<file path="src/rtl/look_at_view_matrix_assert.svh">
// ----------------------------------------------------------------------------
// look_at_view_matrix assertion macros
// shared concurrent assertion forms, clocked on clk, quiet during rst
// ----------------------------------------------------------------------------
`ifndef LOOK_AT_VIEW_MATRIX_ASSERT_SVH
`define LOOK_AT_VIEW_MATRIX_ASSERT_SVH

// expression holds on every clock edge out of reset
`define LAVM_ASSERT(lbl, expr, msg) \
  lbl: assert property (@(posedge clk) disable iff (rst) (expr)) else $error(msg);

// cause holds in one cycle, effect holds in the next
`define LAVM_ASSERT_NEXT(lbl, cause, effect, msg) \
  lbl: assert property (@(posedge clk) disable iff (rst) (cause) |=> (effect)) \
    else $error(msg);

`endif

</file>
<file path="src/rtl/lavm_pkg.sv">
// ----------------------------------------------------------------------------
// lavm_pkg
// shared types and constants of the look-at view matrix builder
// ----------------------------------------------------------------------------
package lavm_pkg;

  localparam int FRAC_BITS_DEF   = 16;
  localparam int QUEUE_DEPTH_DEF = 2;
  localparam int UNIT_FRAC       = 30;  // unit vectors are q2.30
  localparam int NUM_COLS        = 4;

  typedef logic signed [31:0] coord_t;
  typedef logic signed [32:0] diff_t;
  typedef logic signed [63:0] wide_t;

  // one accepted item after the front stage
  typedef struct packed {
    coord_t [2:0] eye;
    diff_t  [2:0] d;
  } item_t;

  typedef struct packed {
    logic full;
    logic empty;
  } qstat_t;

  typedef struct packed {
    logic busy;
    logic done;
    logic ok;
  } norm_stat_t;

  localparam logic [1:0] COL_LAST = 2'(NUM_COLS - 1);

endpackage

</file>
<file path="src/rtl/lavm_front.sv">
// ----------------------------------------------------------------------------
// lavm_front
// accepts an item, forms the eye to target difference, pushes it to the queue
// ----------------------------------------------------------------------------
module lavm_front
  import lavm_pkg::*;
(
  input  logic         clk,
  input  logic         rst,
  input  logic         s_tvalid,
  output logic         s_tready,
  input  logic [191:0] s_tdata,   // eye_x, eye_y, eye_z, target_x, target_y, target_z
  output logic         push,
  output item_t        item,
  input  qstat_t       qstat
);

  logic            hold;
  coord_t          eye [3];
  coord_t          tgt [3];

  assign push     = hold && !qstat.full;
  assign s_tready = !hold || !qstat.full;

  always_ff @(posedge clk) begin
    if (rst) begin
      hold <= 1'b0;
    end else if (s_tvalid && s_tready) begin
      hold <= 1'b1;
    end else if (push) begin
      hold <= 1'b0;
    end
  end

  always_ff @(posedge clk) begin
    if (s_tvalid && s_tready) begin
      for (int i = 0; i < 3; i++) begin
        eye[i] <= s_tdata[32*i +: 32];
        tgt[i] <= s_tdata[96 + 32*i +: 32];
      end
    end
  end

  always_comb begin
    for (int i = 0; i < 3; i++) begin
      item.eye[i] = eye[i];
      item.d[i]   = $signed({tgt[i][31], tgt[i]}) - $signed({eye[i][31], eye[i]});
    end
  end

endmodule

</file>
<file path="config.mk">
export PLATFORM = sky130hd
export DESIGN_NAME = lavm_front
export DESIGN_NICKNAME = d
export VERILOG_FILES = /design/src/rtl/look_at_view_matrix_assert.svh /design/src/rtl/lavm_pkg.sv /design/src/rtl/lavm_front.sv
export SDC_FILE = /design/constraint.sdc
export NUM_CORES = 1
export LEC_CHECK = 0
export BUFFER_PORTS_ARGS = -buffer_cell sky130_fd_sc_hd__clkbuf_2
export CORE_MARGIN = 2
export CORE_UTILIZATION = 45
export CTS_CLUSTER_SIZE = 25
export DETAILED_ROUTE_END_ITERATION = 12
export PLACE_DENSITY = 0.84
export SLEW_MARGIN = 0
export SYNTH_ARGS = -nofsm -noshare
export SYNTH_HDL_FRONTEND = slang
export SYNTH_SLANG_ARGS = --single-unit
</file>
<file path="constraint.sdc">
create_clock -name clk -period 8.2 [get_ports clk]
set_clock_uncertainty 0.05 [all_clocks]
set_input_delay 1.64 -clock clk [delete_from_list [all_inputs] [get_ports clk]]
set_output_delay 1.64 -clock clk [all_outputs]
set_load 0.005 [all_outputs]
</file>
==> results.toml <==
[run_status]
status = "finished clean"

[critical_path]
r2r-end = "eye[0][47]"
critPathKind = "reg -> out"
startpoint_type = "flop"
reg2reg_depth = 3
r2r_setup_slack_ns = 5.96
crit_arrival_ns = 3.33
critPathCaptureType = "output port"
worst-path-max-fanout = 5
crit_required_ns = 6.51
rr_startpoint = "hold"

[cts]
cts_resized = 0
cts-root-buf = "clkbuf_16"
cts_num_sinks = 193
clk_pin_slew_ns = 0.08
clockBufferDepth = 2
cts_buffers = 17
ctsHoldBuffers = 0
cts_tree = "built"
cts_max_level = 4
clk_latency_ns = 0.43
post_cts_buffers = 0

[routing]
drc = 0
dr.pass1.iters = 5
ant_nets = 0
num_vias = 9342
wl_mm = 29.9
first_iter_violations = 671
via_per_inst = 5.34
wl_per_cell_um = 17.1

[logic_synthesis]
synth_nets = 1314
ys.warnings.count = 0
ys_ff_latch = 193
synth.avg_cell_area_sq_um = 11.1
ys_seq_area_share_pct = 51.1
synth_edf_count = 192
synth_cells = 1018
synth_ff_type = "edfxtp_1"
yosysUniqueCellTypes = 71
synthArstFlopShare_pct = 0
synth_area_sq_um = 11300

[finish]
multi_input_area_sq_um = 4960
final_cell_mix = "clkbuf_2 (392), edfxtp_1 (192), inv_1 (124), ha_1 (96), a21oi_1 (95)"
drive_gt1_share_pct = 32.1
layout.nets = 1702
antenna_cells = 0
regArea_sq_um = 5790
final_common_cell = "clkbuf_2"
num-fill-cells = 2096
final_area_sq_um = 14200
area_growth_pct = 25.7

[floorplan]
core_sq_um = 25000
io_pins = 394
start_util_pct = 45.3
die_w_um = 163
dieArea_sq_um = 26400
die_y_um = 163
rows = 58

[placed_design]
place_hpwl_mm = 24.2
io_buffers = 392
gp_congestion = 0.944
place_area_sq_um = 13600

[hold_path]
hold_path_end = "hold"
hold_path_class = "reg -> reg"
hold_depth = 2
min-delay-start = "hold"

[power]
p_leak_nw = 6.61
p_per_area_nw_per_um2 = 198
peakVddDrop_v = 0.000167

[timing]
final_hold_viol_count = 0
finalCriticalPeriod_ns = 5.02
setup_viol = 0
timing.slew.headroom_pct = 28.0
maxSlewViolCount = 0
setup_tns_ns = 0
holdWs_ns = 0.515
finalCritPeriodShare_pct = 61.2
fmax_mhz = 199
rsz0062_at_grt = "false"
worstMarginPinSlew_ns = 1.08

[global_route]
grtUsageTotal_pct = 22.1
overflow = 0
grt_pass1_wl_mm = 45.9
grt_max_degree = 88
grt_pass1_vias = 9220
grt_antenna_before_repair = 0

[job]
cap_violations = 0
## cells in the mapped netlist, types with 19 or more instances
master | count | area, sq um
xor2_1 | 32 | 280
nand2_1 | 63 | 236
nor2_1 | 37 | 139
nand4_1 | 21 | 131
ha_1 | 96 | 1200
edfxtp_1 | 192 | 5770
a21oi_1 | 95 | 475
xnor2_1 | 52 | 455
inv_1 | 124 | 465
a21o_1 | 33 | 248
nor2b_1 | 19 | 119
o21ai_0 | 44 | 220
## logic make-up (layout without fill, tap and decap cells)
group	count (synthesis)	in the layout	synth area share [%]
AO/OA/AOI/OAI	285	285	16.8
adder cells (fa/ha/maj)	99	99	11.1
multiplexers	1	1	0.0884
AND/OR/NAND/NOR	207	207	9.21
flip-flops	193	193	51.1
buffers and inverters	149	550	5.13
XOR/XNOR	84	84	6.50
## per-layer routing
metal  part of all wire [%]  vias to the layer above  global-route usage, %
li1                       -                     4500                      -
met1                     39                     4378                   25.9
met2                     50                      415                   39.3
met3                    8.2                       49                   5.25
met4                    2.9                        0                   8.57
met5                      0                        -                      0
## layout make-up
type | count | area share, %
sequential | 193 | 40.6
multi-input combinational | 676 | 34.8
timing repair buffer | 394 | 13.9
inverter | 124 | 3.27
clock buffer | 17 | 2.99
tap | 330 | 2.90
clock inverter | 15 | 1.49
## power by group
part           leakage (nW)  switching, mW  internal (mW)  total (mW)
Clock                 0.310          0.423          0.472       0.895
Sequential             1.87         0.0282           1.16        1.18
Combinational          4.43          0.417          0.327       0.744
Total                  6.61          0.868           1.95        2.82
## sequential cells by signal, indices dropped and copies added, names as in the netlist
| name | count |
|---|---|
| eye | 96 |
| hold | 1 |
| tgt | 96 |
## worst max-delay path by stage
stage	from	end	slack (ns)
CTS	eye[0][0]	item[30]	3.16
detailed placement	eye[0][0]	item[30]	3.65
global route	eye[0][32]	item[61]	2.95
global placement	eye[0][32]	item[63]	3.73
floorplan	qstat[1]	eye[0][0]	1.47
finish	eye[0][0]	item[30]	3.18
## critical path: stages (launching register included)
cell      delay (ns)
edfxtp_1        0.42
ha_1            0.25
fa_1            0.41
nor2b_1         0.16
o21ai_2         0.08
a21oi_2         0.19
o31ai_2         0.13
a31o_2          0.32
o311a_1         0.39
o21ai_1         0.19
xnor2_1         0.18
clkbuf_2        0.17
## stage by stage
step / power [mW] / setup WS, ns / cells / util [%]
final: 2.82 / 3.18 / 1749 / 57.0
after CTS: 2.84 / 3.16 / 1749 / 57.0
after global placement: 1.93 / 3.73 / 1717 / 54.5
after detailed placement: 1.94 / 3.65 / 1717 / 54.5
after floorplan: 1.64 / 1.47 / 1018 / -
after global routing: 2.95 / 2.95 / 1749 / 57.0
Power figures use the tool's default switching activity.
