<file path="src/rtl/look_at_view_matrix_assert.svh">
// ----------------------------------------------------------------------------
// look_at_view_matrix assertion macros
// shared concurrent assertion forms, clocked on clk, quiet during rst
// ----------------------------------------------------------------------------
`ifndef LOOK_AT_VIEW_MATRIX_ASSERT_SVH
`define LOOK_AT_VIEW_MATRIX_ASSERT_SVH

// expression holds on every clock edge out of reset
`define LAVM_ASSERT(lbl, expr, msg) \
  lbl: assert property (@(posedge clk) disable iff (rst) (expr)) else $error(msg);

// cause holds in one cycle, effect holds in the next
`define LAVM_ASSERT_NEXT(lbl, cause, effect, msg) \
  lbl: assert property (@(posedge clk) disable iff (rst) (cause) |=> (effect)) \
    else $error(msg);

`endif

</file>
<file path="src/rtl/lavm_pkg.sv">
// ----------------------------------------------------------------------------
// lavm_pkg
// shared types and constants of the look-at view matrix builder
// ----------------------------------------------------------------------------
package lavm_pkg;

  localparam int FRAC_BITS_DEF   = 16;
  localparam int QUEUE_DEPTH_DEF = 2;
  localparam int UNIT_FRAC       = 30;  // unit vectors are q2.30
  localparam int NUM_COLS        = 4;

  typedef logic signed [31:0] coord_t;
  typedef logic signed [32:0] diff_t;
  typedef logic signed [63:0] wide_t;

  // one accepted item after the front stage
  typedef struct packed {
    coord_t [2:0] eye;
    diff_t  [2:0] d;
  } item_t;

  typedef struct packed {
    logic full;
    logic empty;
  } qstat_t;

  typedef struct packed {
    logic busy;
    logic done;
    logic ok;
  } norm_stat_t;

  localparam logic [1:0] COL_LAST = 2'(NUM_COLS - 1);

endpackage

</file>
<file path="src/rtl/lavm_queue.sv">
// ----------------------------------------------------------------------------
// lavm_queue
// short item queue between the front and the back
// ----------------------------------------------------------------------------
module lavm_queue
  import lavm_pkg::*;
#(
  parameter int DEPTH = QUEUE_DEPTH_DEF
) (
  input  logic   clk,
  input  logic   rst,
  input  logic   push,
  input  item_t  item_in,
  input  logic   pop,
  output item_t  item_out,
  output qstat_t qstat
);

  localparam int PW = (DEPTH > 1) ? $clog2(DEPTH) : 1;
  localparam int CW = $clog2(DEPTH + 1);

  item_t         slots [DEPTH];
  logic [PW-1:0] wr_ptr;
  logic [PW-1:0] rd_ptr;
  logic [CW-1:0] count;
  logic          do_push;
  logic          do_pop;

  assign qstat.full  = (count == CW'(DEPTH));
  assign qstat.empty = (count == '0);
  assign do_push     = push && !qstat.full;
  assign do_pop      = pop && !qstat.empty;
  assign item_out    = slots[rd_ptr];

  always_ff @(posedge clk) begin
    if (rst) begin
      wr_ptr <= '0;
      rd_ptr <= '0;
      count  <= '0;
    end else begin
      if (do_push) begin
        wr_ptr <= (wr_ptr == PW'(DEPTH - 1)) ? '0 : wr_ptr + 1'b1;
      end
      if (do_pop) begin
        rd_ptr <= (rd_ptr == PW'(DEPTH - 1)) ? '0 : rd_ptr + 1'b1;
      end
      if (do_push && !do_pop) begin
        count <= count + 1'b1;
      end else if (do_pop && !do_push) begin
        count <= count - 1'b1;
      end
    end
  end

  always_ff @(posedge clk) begin
    if (do_push) begin
      slots[wr_ptr] <= item_in;
    end
  end

endmodule

</file>
<file path="config.mk">
export PLATFORM = sky130hd
export DESIGN_NAME = lavm_queue
export DESIGN_NICKNAME = d
export VERILOG_FILES = /design/src/rtl/look_at_view_matrix_assert.svh /design/src/rtl/lavm_pkg.sv /design/src/rtl/lavm_queue.sv
export SDC_FILE = /design/constraint.sdc
export NUM_CORES = 1
export LEC_CHECK = 0
export BUFFER_PORTS_ARGS = -buffer_cell sky130_fd_sc_hd__buf_2
export CAP_MARGIN = 20
export CORE_MARGIN = 3
export CORE_UTILIZATION = 52
export DETAILED_ROUTE_END_ITERATION = 8
export HOLD_SLACK_MARGIN = 0.1
export PLACE_DENSITY = 0.8
export SLEW_MARGIN = 20
export SYNTH_ARGS = -nofsm -noshare
export SYNTH_HDL_FRONTEND = slang
export SYNTH_SLANG_ARGS = --single-unit
</file>
<file path="constraint.sdc">
create_clock -name clk -period 8.05 [get_ports clk]
set_input_delay 1.2075 -clock clk [delete_from_list [all_inputs] [get_ports clk]]
set_output_delay 1.2075 -clock clk [all_outputs]
set_load 0.02 [all_outputs]
</file>
==> run metrics, run 1 <==
die height=175 um; WP buf/inv=2; synth warn=0; min cycle time layout=3.71 ns; Arr. time, crit path=2.50 ns; post-synthesis register bit count=395; clock skew=0.0140 ns; leak pwr=7.19 nW; fin util=66.1%; DRT Pass-1 Iters=4; Worst VDD drop=0.301 mV; Overflow after GRT=0; first-pass GRT wire length=44400 um; Core Region=28000 um^2; MaxCap Viol Count=0; Rows=61; largest net degree at the start of global routing=123; reg-to-reg startpoint=count[0]; Routability Congestion=0.742; fmax=270 MHz; post-synth cell types=15; Inst Count DP=1388; Nets=1253; Relative slew margins=28.1%; HPWL after DPL=20000 um; hold_buf cts=0; final hold violations=0; CP delay by family, top=buffers and inverters; post-CTS setup buffers=0; slowest CP cell=buf_4; Slew Viols, Final=0; share of cells above drive strength 1=60.3%; final setup fails=0; antenna viol nets, final=0; Num CTS Buffers=41; Area Growth Syn to Fin=24.2%; ranking of synthesized cells by area=edfxtp_1 (79%), mux2_4 (15%), mux2_2 (3.4%), buf_6 (1.4%), dfxtp_1 (0.67%); Avg WL per Cell=20.3 um; number of port buffers=395; crit-path cells=buf_4, mux2_2, buf_2; DR iter-0 viols=439; Vias/cell=5.09; largest stage delay on the critical path=0.82 ns; post-synth top area cell=edfxtp_1; Die X=175 um; Routed WL=29800 um; synthesized instance count=632; Mean Syn Cell Area=23.6 um^2; Startpoint Class=flop; DRC errors left=0; register area share after synthesis=79.2%; H-tree depth=2; Hold WC Path Type=reg -> reg; Setup CP Type=reg -> out; number of global-route vias before repair=7772; Setup crit end kind=output port; final non-filler cell total=1469; Slew @ Worst Pin=1.08 ns; pwr/cell area=339 nW/um^2; Req. time, crit path=6.84 ns; Yosys top cell area share=78.5%; status=complete, no violations; fin crit share=46.0%; GRT Overall Usage=18.8%; maximum clock path buffer count=3; Fin Setup TNS=0 ns; TritonCTS clock tree=done; RSZ-0062 raised after global routing=false; root buffer cell=clkbuf_16; Via Count=7475; Crit Path Max Fanout=59; Post-Syn Nets=832; die area=30700 um^2; TritonCTS Sinks=395; io pins=396; Initial Util=53.2%; Post-Syn Area=14900 um^2; post-CTS resize count=0; Clock Pin Slew Worst Setup and Hold Paths=0.06 ns; initial antenna violation count=11; Worst Hold Launch=wr_ptr; worst-skew pair later-pin latency=0.52 ns
==> synthesized netlist by cell type <==
cell	instances
and2_1	1
xor2_1	3
dfxtp_1	5
buf_2	4
buf_6	18
mux2_2	45
or3_1	2
nor2_1	5
nor2b_2	1
inv_1	2
a21oi_1	2
mux2_4	150
edfxtp_1	390
o21ai_0	3
ha_1	1
==> power breakdown <==
group          switching, W  internal, W  total [W]  leakage, nW
registers         0.0000803      0.00259    0.00267         3.68
clock network      0.000718      0.00108    0.00180        0.630
logic               0.00103     0.000768    0.00180         2.88
==> layout make-up <==
class | count | area [um^2]
Tap cell | 378 | 473
Fill cell | 1899 | 9490
Antenna cell | 9 | 22.5
Clock buffer | 53 | 1090
Inverter | 2 | 15.0
Multi-Input combinational cell | 213 | 2870
Clock inverter | 19 | 200
Timing Repair Buffer | 400 | 2030
Sequential cell | 395 | 11800
==> cell families after synthesis <==
group                      Yosys count  share of synthesized area [%]
AOI/OAI and AO/OA                    5                          0.168
xor gates and xnor gates             3                          0.176
adders and majority gates            1                         0.0839
buffers and inverters               24                           1.54
DFF                                395                           79.2
muxes                              195                           18.5
and+or+nand+nor                      9                          0.311
==> tightest hold or removal path, stage by stage (launching register included) <==
cell and delay (ns):
dfxtp_1 0.32, o21ai_0 0.07, a21oi_1 0.07
==> placed cells by master, fill, tap and decap left out <==
cell       netlist  layout
dfxtp_1          5       4
inv_1            2       1
buf_4            0       4
a21oi_1          2       2
mux2_4         150     150
clkinv_2         0       5
ha_1             1       1
clkinv_1         0       8
clkbuf_16        0      42
mux2_2          45      45
clkbuf_1         0      11
clkinv_4         0       1
bufinv_16        0       4
diode_2          0       9
nor2_1           5       5
nor2b_2          1       1
buf_12           0       1
and2_4           0       1
buf_2            4     395
o21ai_0          3       3
clkinv_8         0       1
xor2_1           3       3
inv_8            0       1
edfxtp_1       390     390
dfxtp_4          0       1
or3_1            2       2
==> per-stage QoR <==
step	area (um^2)	hold WS (ns)	worst slack (ns)	power (W)
6_report	18500	0.505	4.34	0.00627
3_5_place_dp	17200	0.495	4.18	0.00452
2_1_floorplan	14900	0.452	1.62	0.00406
3_3_place_gp	17200	0.477	4.19	0.00448
5_1_grt	18500	0.549	4.20	0.00651
4_1_cts	18500	0.503	4.28	0.00633
==> registers in the layout (all words and copies together) (netlist names), named ones only <==
register and count:
slots 390, rd_ptr 1, wr_ptr 1, count 2
==> metal layers <==
layer  routed length [um]  GRT usage, %  share of wire (%)  vias to the layer above
met5                   38             0               0.13                        -
met4                 1200          7.91                4.0                        8
met3                 2580          5.92                8.7                       79
met2                15300          32.8                 51                      337
met1                10600          21.6                 36                     3670
li1                     -             -                  -                     3381
==> path summary, 6_finish.rpt <==
path                  endpoint  slack (ns)  cells past startpoint
setup / recovery  item_out[12]        4.34                      3
hold reg to reg         wr_ptr        0.51                      2
setup reg to reg  slots[0][38]        5.08                      4
hold / removal          wr_ptr        0.51                      2
(Power assumes the default switching activity.)
==> run 2: changes to the inputs <==
Settings changed: CORE_UTILIZATION 52 to 47, PLACE_DENSITY 0.8 to 0.76.
Clock period 8.05 ns to 3.15 ns, I/O delays scaled along.
==> run 2 against run 1 <==
Against the previous run:
- clock-buffer cell count shrank 1
- core utilization shrank 5.5 points
- total power grew to 2.5 times the previous value
- design area grew 1.1%
- combinational power grew to 2.6 times the previous value
- worst hold slack lost 0.36 ns
- sequential cell count is the same
- die area grew 10%
- via count shrank 0.48%
- critical path depth is the same
- cell count grew 2.4%
- sequential share of layout area shrank 0.69 points
- critical endpoint is now item_out[89]
- largest cell class unchanged
==> run metrics, run 2 (synthesis gave the netlist of run 1 again) <==
status=complete, no violations; Largest regs=slots x390, count x2; Setup crit end kind=output port; Core Region=30900 um^2; Largest register FFs=390; Routability Congestion=0.783; Slew Viols, Final=0; io pins=396; most common cell after layout, fill and taps aside=buf_2; Inst Count DP=1425; Vias/cell=4.95; antenna viol nets, final=0; fmax=384 MHz; fill count=2263; number of port buffers=395; TritonCTS Sinks=395; number of global-route vias before repair=7937; Crit Path Max Fanout=35; Nets=1272; CP delay by family, top=flip-flops; fin crit share=82.6%; Avg WL per Cell=20.4 um; Startpoint Class=flop; Area Growth Syn to Fin=25.6%; hold_buf cts=0; Req. time, crit path=2.68 ns; largest net degree at the start of global routing=85; clock skew=0.0152 ns; initial antenna violation count=7; DRC errors left=0; die area=33900 um^2; Reg area=11800 um^2; RSZ-0062 raised after global routing=false; final hold violations=0; Slew @ Worst Pin=0.613 ns; die height=184 um; Clock Pin Slew Worst Setup and Hold Paths=0.06 ns; Num CTS Buffers=41; commonest cells after routing, fill and taps aside=buf_2 (395), edfxtp_1 (390), mux2_4 (150); worst-skew pair later-pin latency=0.52 ns; switching share of power=29.8%; Rows=64; share of cells above drive strength 1=60.9%; Hold WC Path Type=in -> reg; power share of the clock group=27.0%; switching pwr=0.00474 W; leak pwr=7.28 nW; area occupied by multi-input gates=2880 um^2; Worst VDD drop=0.535 mV; Routed WL=30600 um; Overflow after GRT=0; Gate power share=29.8%; Top reg by flops=slots; Via Count=7439; root buffer cell=clkbuf_16; maximum clock path buffer count=3; DRT Pass-1 Iters=4; Arr. time, crit path=2.13 ns; GRT Overall Usage=17.3%; WP buf/inv=2; final setup fails=0; Pwr Total=0.0159 W; Relative slew margins=59.1%; crit-path cells=buf_12, mux2_4, buf_2; TritonCTS clock tree=done; HPWL after DPL=21500 um; final non-filler cell total=1504; DR iter-0 viols=440; post-CTS setup buffers=0; Initial Util=48.2%; Setup CP Type=reg -> out; MaxCap Viol Count=0; pwr/cell area=848 nW/um^2; H-tree depth=2; post-CTS resize count=0; cell internal pwr=0.0111 W; largest stage delay on the critical path=0.75 ns; min cycle time layout=2.60 ns; Die X=184 um; slowest CP cell=dfxtp_4; first-pass GRT wire length=44900 um; sequential power share=43.2%
-- run 2: cell types whose count changed in the layout (fill, tap and decap cells not counted), moves of 2 or more --
| cell | delta |
|---|---|
| clkinv_1 | +5 |
| dfxtp_1 | -2 |
| buf_12 | +11 |
| clkinvlp_4 | +2 |
| bufinv_16 | -4 |
| buf_4 | +8 |
| dfxtp_2 | +2 |
| diode_2 | -3 |
-- run 2: final cells by class --
type	instances	area share [%]
multi-input combinational	213	15.4
clock buffer	52	5.81
sequential	395	63.1
tap	396	2.65
inverter	2	0.0601
antenna	6	0.0802
clock inverter	21	0.568
timing repair buffer	419	12.3
-- run 2: metrics by stage --
stage | hold slack [ns] | utilization [%] | instance area, um^2 | setup TNS (ns) | setup WS (ns)
6_report | 0.142 | 60.6 | 18700 | 0 | 0.548
5_1_grt | 0.113 | 60.6 | 18700 | 0 | 0.446
4_1_cts | 0.112 | 60.5 | 18700 | 0 | 0.486
3_5_place_dp | 0.496 | 56.7 | 17500 | 0 | 1.02
3_3_place_gp | 0.479 | 56.7 | 17500 | 0 | 1.02
2_1_floorplan | 0.461 | - | 14900 | -167.39 | -0.858
-- run 2: per-layer routing --
layer | vias up | global-route usage, % | routed length, um
met5 | - | 0 | 23
met4 | 4 | 6.50 | 884
li1 | 3413 | - | -
met3 | 53 | 4.99 | 2190
met1 | 3711 | 20.2 | 11500
met2 | 258 | 30.4 | 16000
-- run 2: final timing paths --
| kind | from | endpoint | slack (ns) | cells after the start |
|---|---|---|---|---|
| setup / recovery | flop | item_out[89] | 0.55 | 3 |
| hold / removal | item_in[102] | slots[0][102] | 0.14 | 1 |
| setup reg to reg | count[1] | slots[1][28] | 1.25 | 4 |
| hold reg to reg | wr_ptr | wr_ptr | 0.51 | 2 |
-- run 2: power by group through the flow --
stage / clock network (W) / registers, W / logic (W)
after floorplan: 0 / 0.00690 / 0.00342
after global placement: 0 / 0.00693 / 0.00475
after detailed placement: 0 / 0.00698 / 0.00479
after CTS: 0.00440 / 0.00687 / 0.00481
after global routing: 0.00463 / 0.00692 / 0.00500
final: 0.00429 / 0.00686 / 0.00474
==> run 3: changes to the inputs <==
Settings changed: ABC_AREA from default to 1.
Clock period 3.15 ns to 2.2 ns, I/O delays scaled along.
==> run 3 against run 2 <==
Against the previous run:
- highest routed layer is now met4
- first-iteration DRC count rose by 9.1%
- sequential share of layout area fell by 6.8 points
- critical path depth rose by 1
- cell count rose by 14%
- clock skew fell by 0.00078 ns
- core utilization rose by 7.1 points
- synthesized cell count rose by 1.9%
- clock power rose by 56%
- global-route usage rose by 2.1 points
==> run metrics, run 3 <==
status=complete, no violations; WP buf/inv=3; number of port buffers=395; Hold WC Path Type=in -> reg; initial antenna violation count=1; Yosys top cell area share=78.4%; largest stage delay on the critical path=0.44 ns; Relative slew margins=58.7%; fin crit share=98.2%; CP delay by family, top=buffers and inverters; post-synth cell types=15; Arr. time, crit path=1.83 ns; GRT Overall Usage=19.4%; Avg WL per Cell=20.0 um; Largest register FFs=390; Req. time, crit path=1.87 ns; Slew @ Worst Pin=0.620 ns; largest family of logic cells by synthesized area=multiplexers; Post-Syn Nets=844; Top FF cell, synth=edfxtp_1; first-pass GRT wire length=50800 um; register area share after synthesis=79.1%; worst-skew pair later-pin latency=0.51 ns; post-synth top area cell=edfxtp_1; fill count=1901; HPWL after DPL=20100 um; share of cells above drive strength 1=52.0%; DR iter-0 viols=480; Top reg by flops=slots; slowest CP cell=dfxtp_4; final setup fails=0; Rows=64; root buffer cell=clkbuf_16; Clock Pin Slew Worst Setup and Hold Paths=0.06 ns; Overflow after GRT=0; antenna viol nets, final=0; complex-gate fraction of the synthesized area=0.201%; final hold violations=0; maximum clock path buffer count=3; area occupied by multi-input gates=2890 um^2; DRC errors left=0; min cycle time layout=2.16 ns; Post-Synth Simple-Gate Area=0.444%; Initial Util=48.2%; synthesized instance count=644; RSZ-0062 raised after global routing=true; commonest cells after routing, fill and taps aside=edfxtp_1 (390), buf_2 (385), dlygate4sd3_1 (196); post-synthesis register bit count=395; Post-Syn Area=14900 um^2; Setup CP Type=reg -> out; most frequent cell after synthesis=edfxtp_1; largest net degree at the start of global routing=102; DRT Pass-1 Iters=5; Setup crit end kind=output port; Nets=1484; Worst VDD drop=0.683 mV; Routability Congestion=0.752; io pins=396; ranking of synthesized cells by area=edfxtp_1 (78%), mux2_4 (15%), mux2_2 (3.4%), buf_6 (1.4%), dfxtp_1 (0.67%); Mean Syn Cell Area=23.2 um^2; Inst Count DP=1433; Pwr Total=0.0232 W; die height=184 um; area share of fa/ha/maj cells after synthesis=0.0838%; TritonCTS clock tree=done; most common cell after layout, fill and taps aside=edfxtp_1; Vias/cell=4.92; Slew Viols, Final=0; number of synthesized flops with an enable pin=390; Synth top cells by count=edfxtp_1 (390), mux2_4 (150), mux2_2 (45); Hold Slack=0.231 ns; R2R Setup Slk=0.60 ns; synth warn=0; Crit Path Max Fanout=16; final non-filler cell total=1710; Core Region=31000 um^2; Startpoint Class=flop; TritonCTS Sinks=395; die area=34000 um^2; leak pwr=8.26 nW; ys async rst share=0%; Reg area=11800 um^2; clock skew=0.0144 ns; Die X=184 um; Largest regs=slots x390, count x2; Via Count=8416; crit-path cells=buf_12, buf_16, mux2_4, buf_2; H-tree depth=2; MaxCap Viol Count=0; pwr/cell area=1100 nW/um^2; multiplexer share of the synthesized area=18.5%; number of global-route vias before repair=9064; Area Growth Syn to Fin=40.5%; xor/xnor share of the synthesized area=0%; Routed WL=34200 um; fmax=463 MHz; Num CTS Buffers=41
-- run 3: changes by cell type after synthesis, sizes merged --
| cell | previous run | this run |
|---|---|---|
| inv | 2 | 9 |
| nand2 | 0 | 4 |
| nor2 | 5 | 9 |
| xor2 | 3 | 0 |
| o21ai | 3 | 5 |
| or3 | 2 | 0 |
| a21oi | 2 | 1 |
| nand3 | 0 | 1 |
| nand4 | 0 | 1 |
| nor2b | 1 | 0 |
-- run 3: what timing repair did --
action	4_1_cts	5_1_grt
buffers inserted	5	1
cloned	3	0
gates resized for setup	5	19
hold buffers	196	0
setup endpoints to repair	126	44
hold endpoints to repair	392	0
-- run 3: cells by family (layout without fill, tap and decap cells) --
| logic type | after synthesis | count (layout) |
|---|---|---|
| compound gates | 6 | 6 |
| fa+ha+maj | 1 | 1 |
| buf+inv | 31 | 700 |
| flops | 395 | 395 |
| mux | 195 | 195 |
| other cells | 0 | 1 |
| simple gates | 16 | 16 |
-- run 3: worst register-to-register path, cell delays in order, from the launching register on --
cell	delay [ns]
dfxtp_2	0.34
inv_2	0.08
o21ai_4	0.08
nor2_4	0.17
buf_12	0.43
-- run 3: worst paths after layout --
check                  end  depth (start not counted)  startpoint
max reg2reg  slots[0][169]                          4    count[1]
min                 wr_ptr                          4        push
min reg2reg         wr_ptr                          2      wr_ptr
max           item_out[54]                          4        flop
-- run 3: routing by layer --
layer	wire, um	part of all wire [%]	vias to the layer above	global-route usage (%)
li1	-	-	3835	-
met1	12800	37	4164	22.6
met2	18200	53	354	35.5
met3	2200	6.4	63	4.44
met4	972	2.8	0	6.59
met5	0	0	-	0
-- run 3: metrics by stage --
step | utilization (%) | instance area (um^2) | setup TNS (ns) | setup slack, ns
4_1_cts | 67.6 | 20900 | 0 | 0.00587
6_report | 67.7 | 21000 | 0 | 0.0386
3_5_place_dp | 56.5 | 17500 | 0 | 0.446
2_1_floorplan | - | 15000 | -614.46 | -1.58
5_1_grt | 67.7 | 21000 | -0.116 | -0.0142
3_3_place_gp | 56.5 | 17500 | 0 | 0.444
-- run 3: layout make-up --
class / count / share of cell area, %
sequential: 395 / 56.3
inverter: 9 / 0.161
clock inverter: 20 / 0.972
clock buffer: 52 / 5.18
timing repair buffer: 619 / 21.2
multi-input combinational: 218 / 13.8
antenna: 1 / 0.0119
tap: 396 / 2.36
-- run 3: power breakdown --
group          switching (W)  internal [W]  leakage (nW)  total (W)
registers           0.000298       0.00952          3.68    0.00982
logic                0.00366       0.00303          3.95    0.00669
clock network        0.00271       0.00397         0.636    0.00668
total                0.00667        0.0165          8.26     0.0232
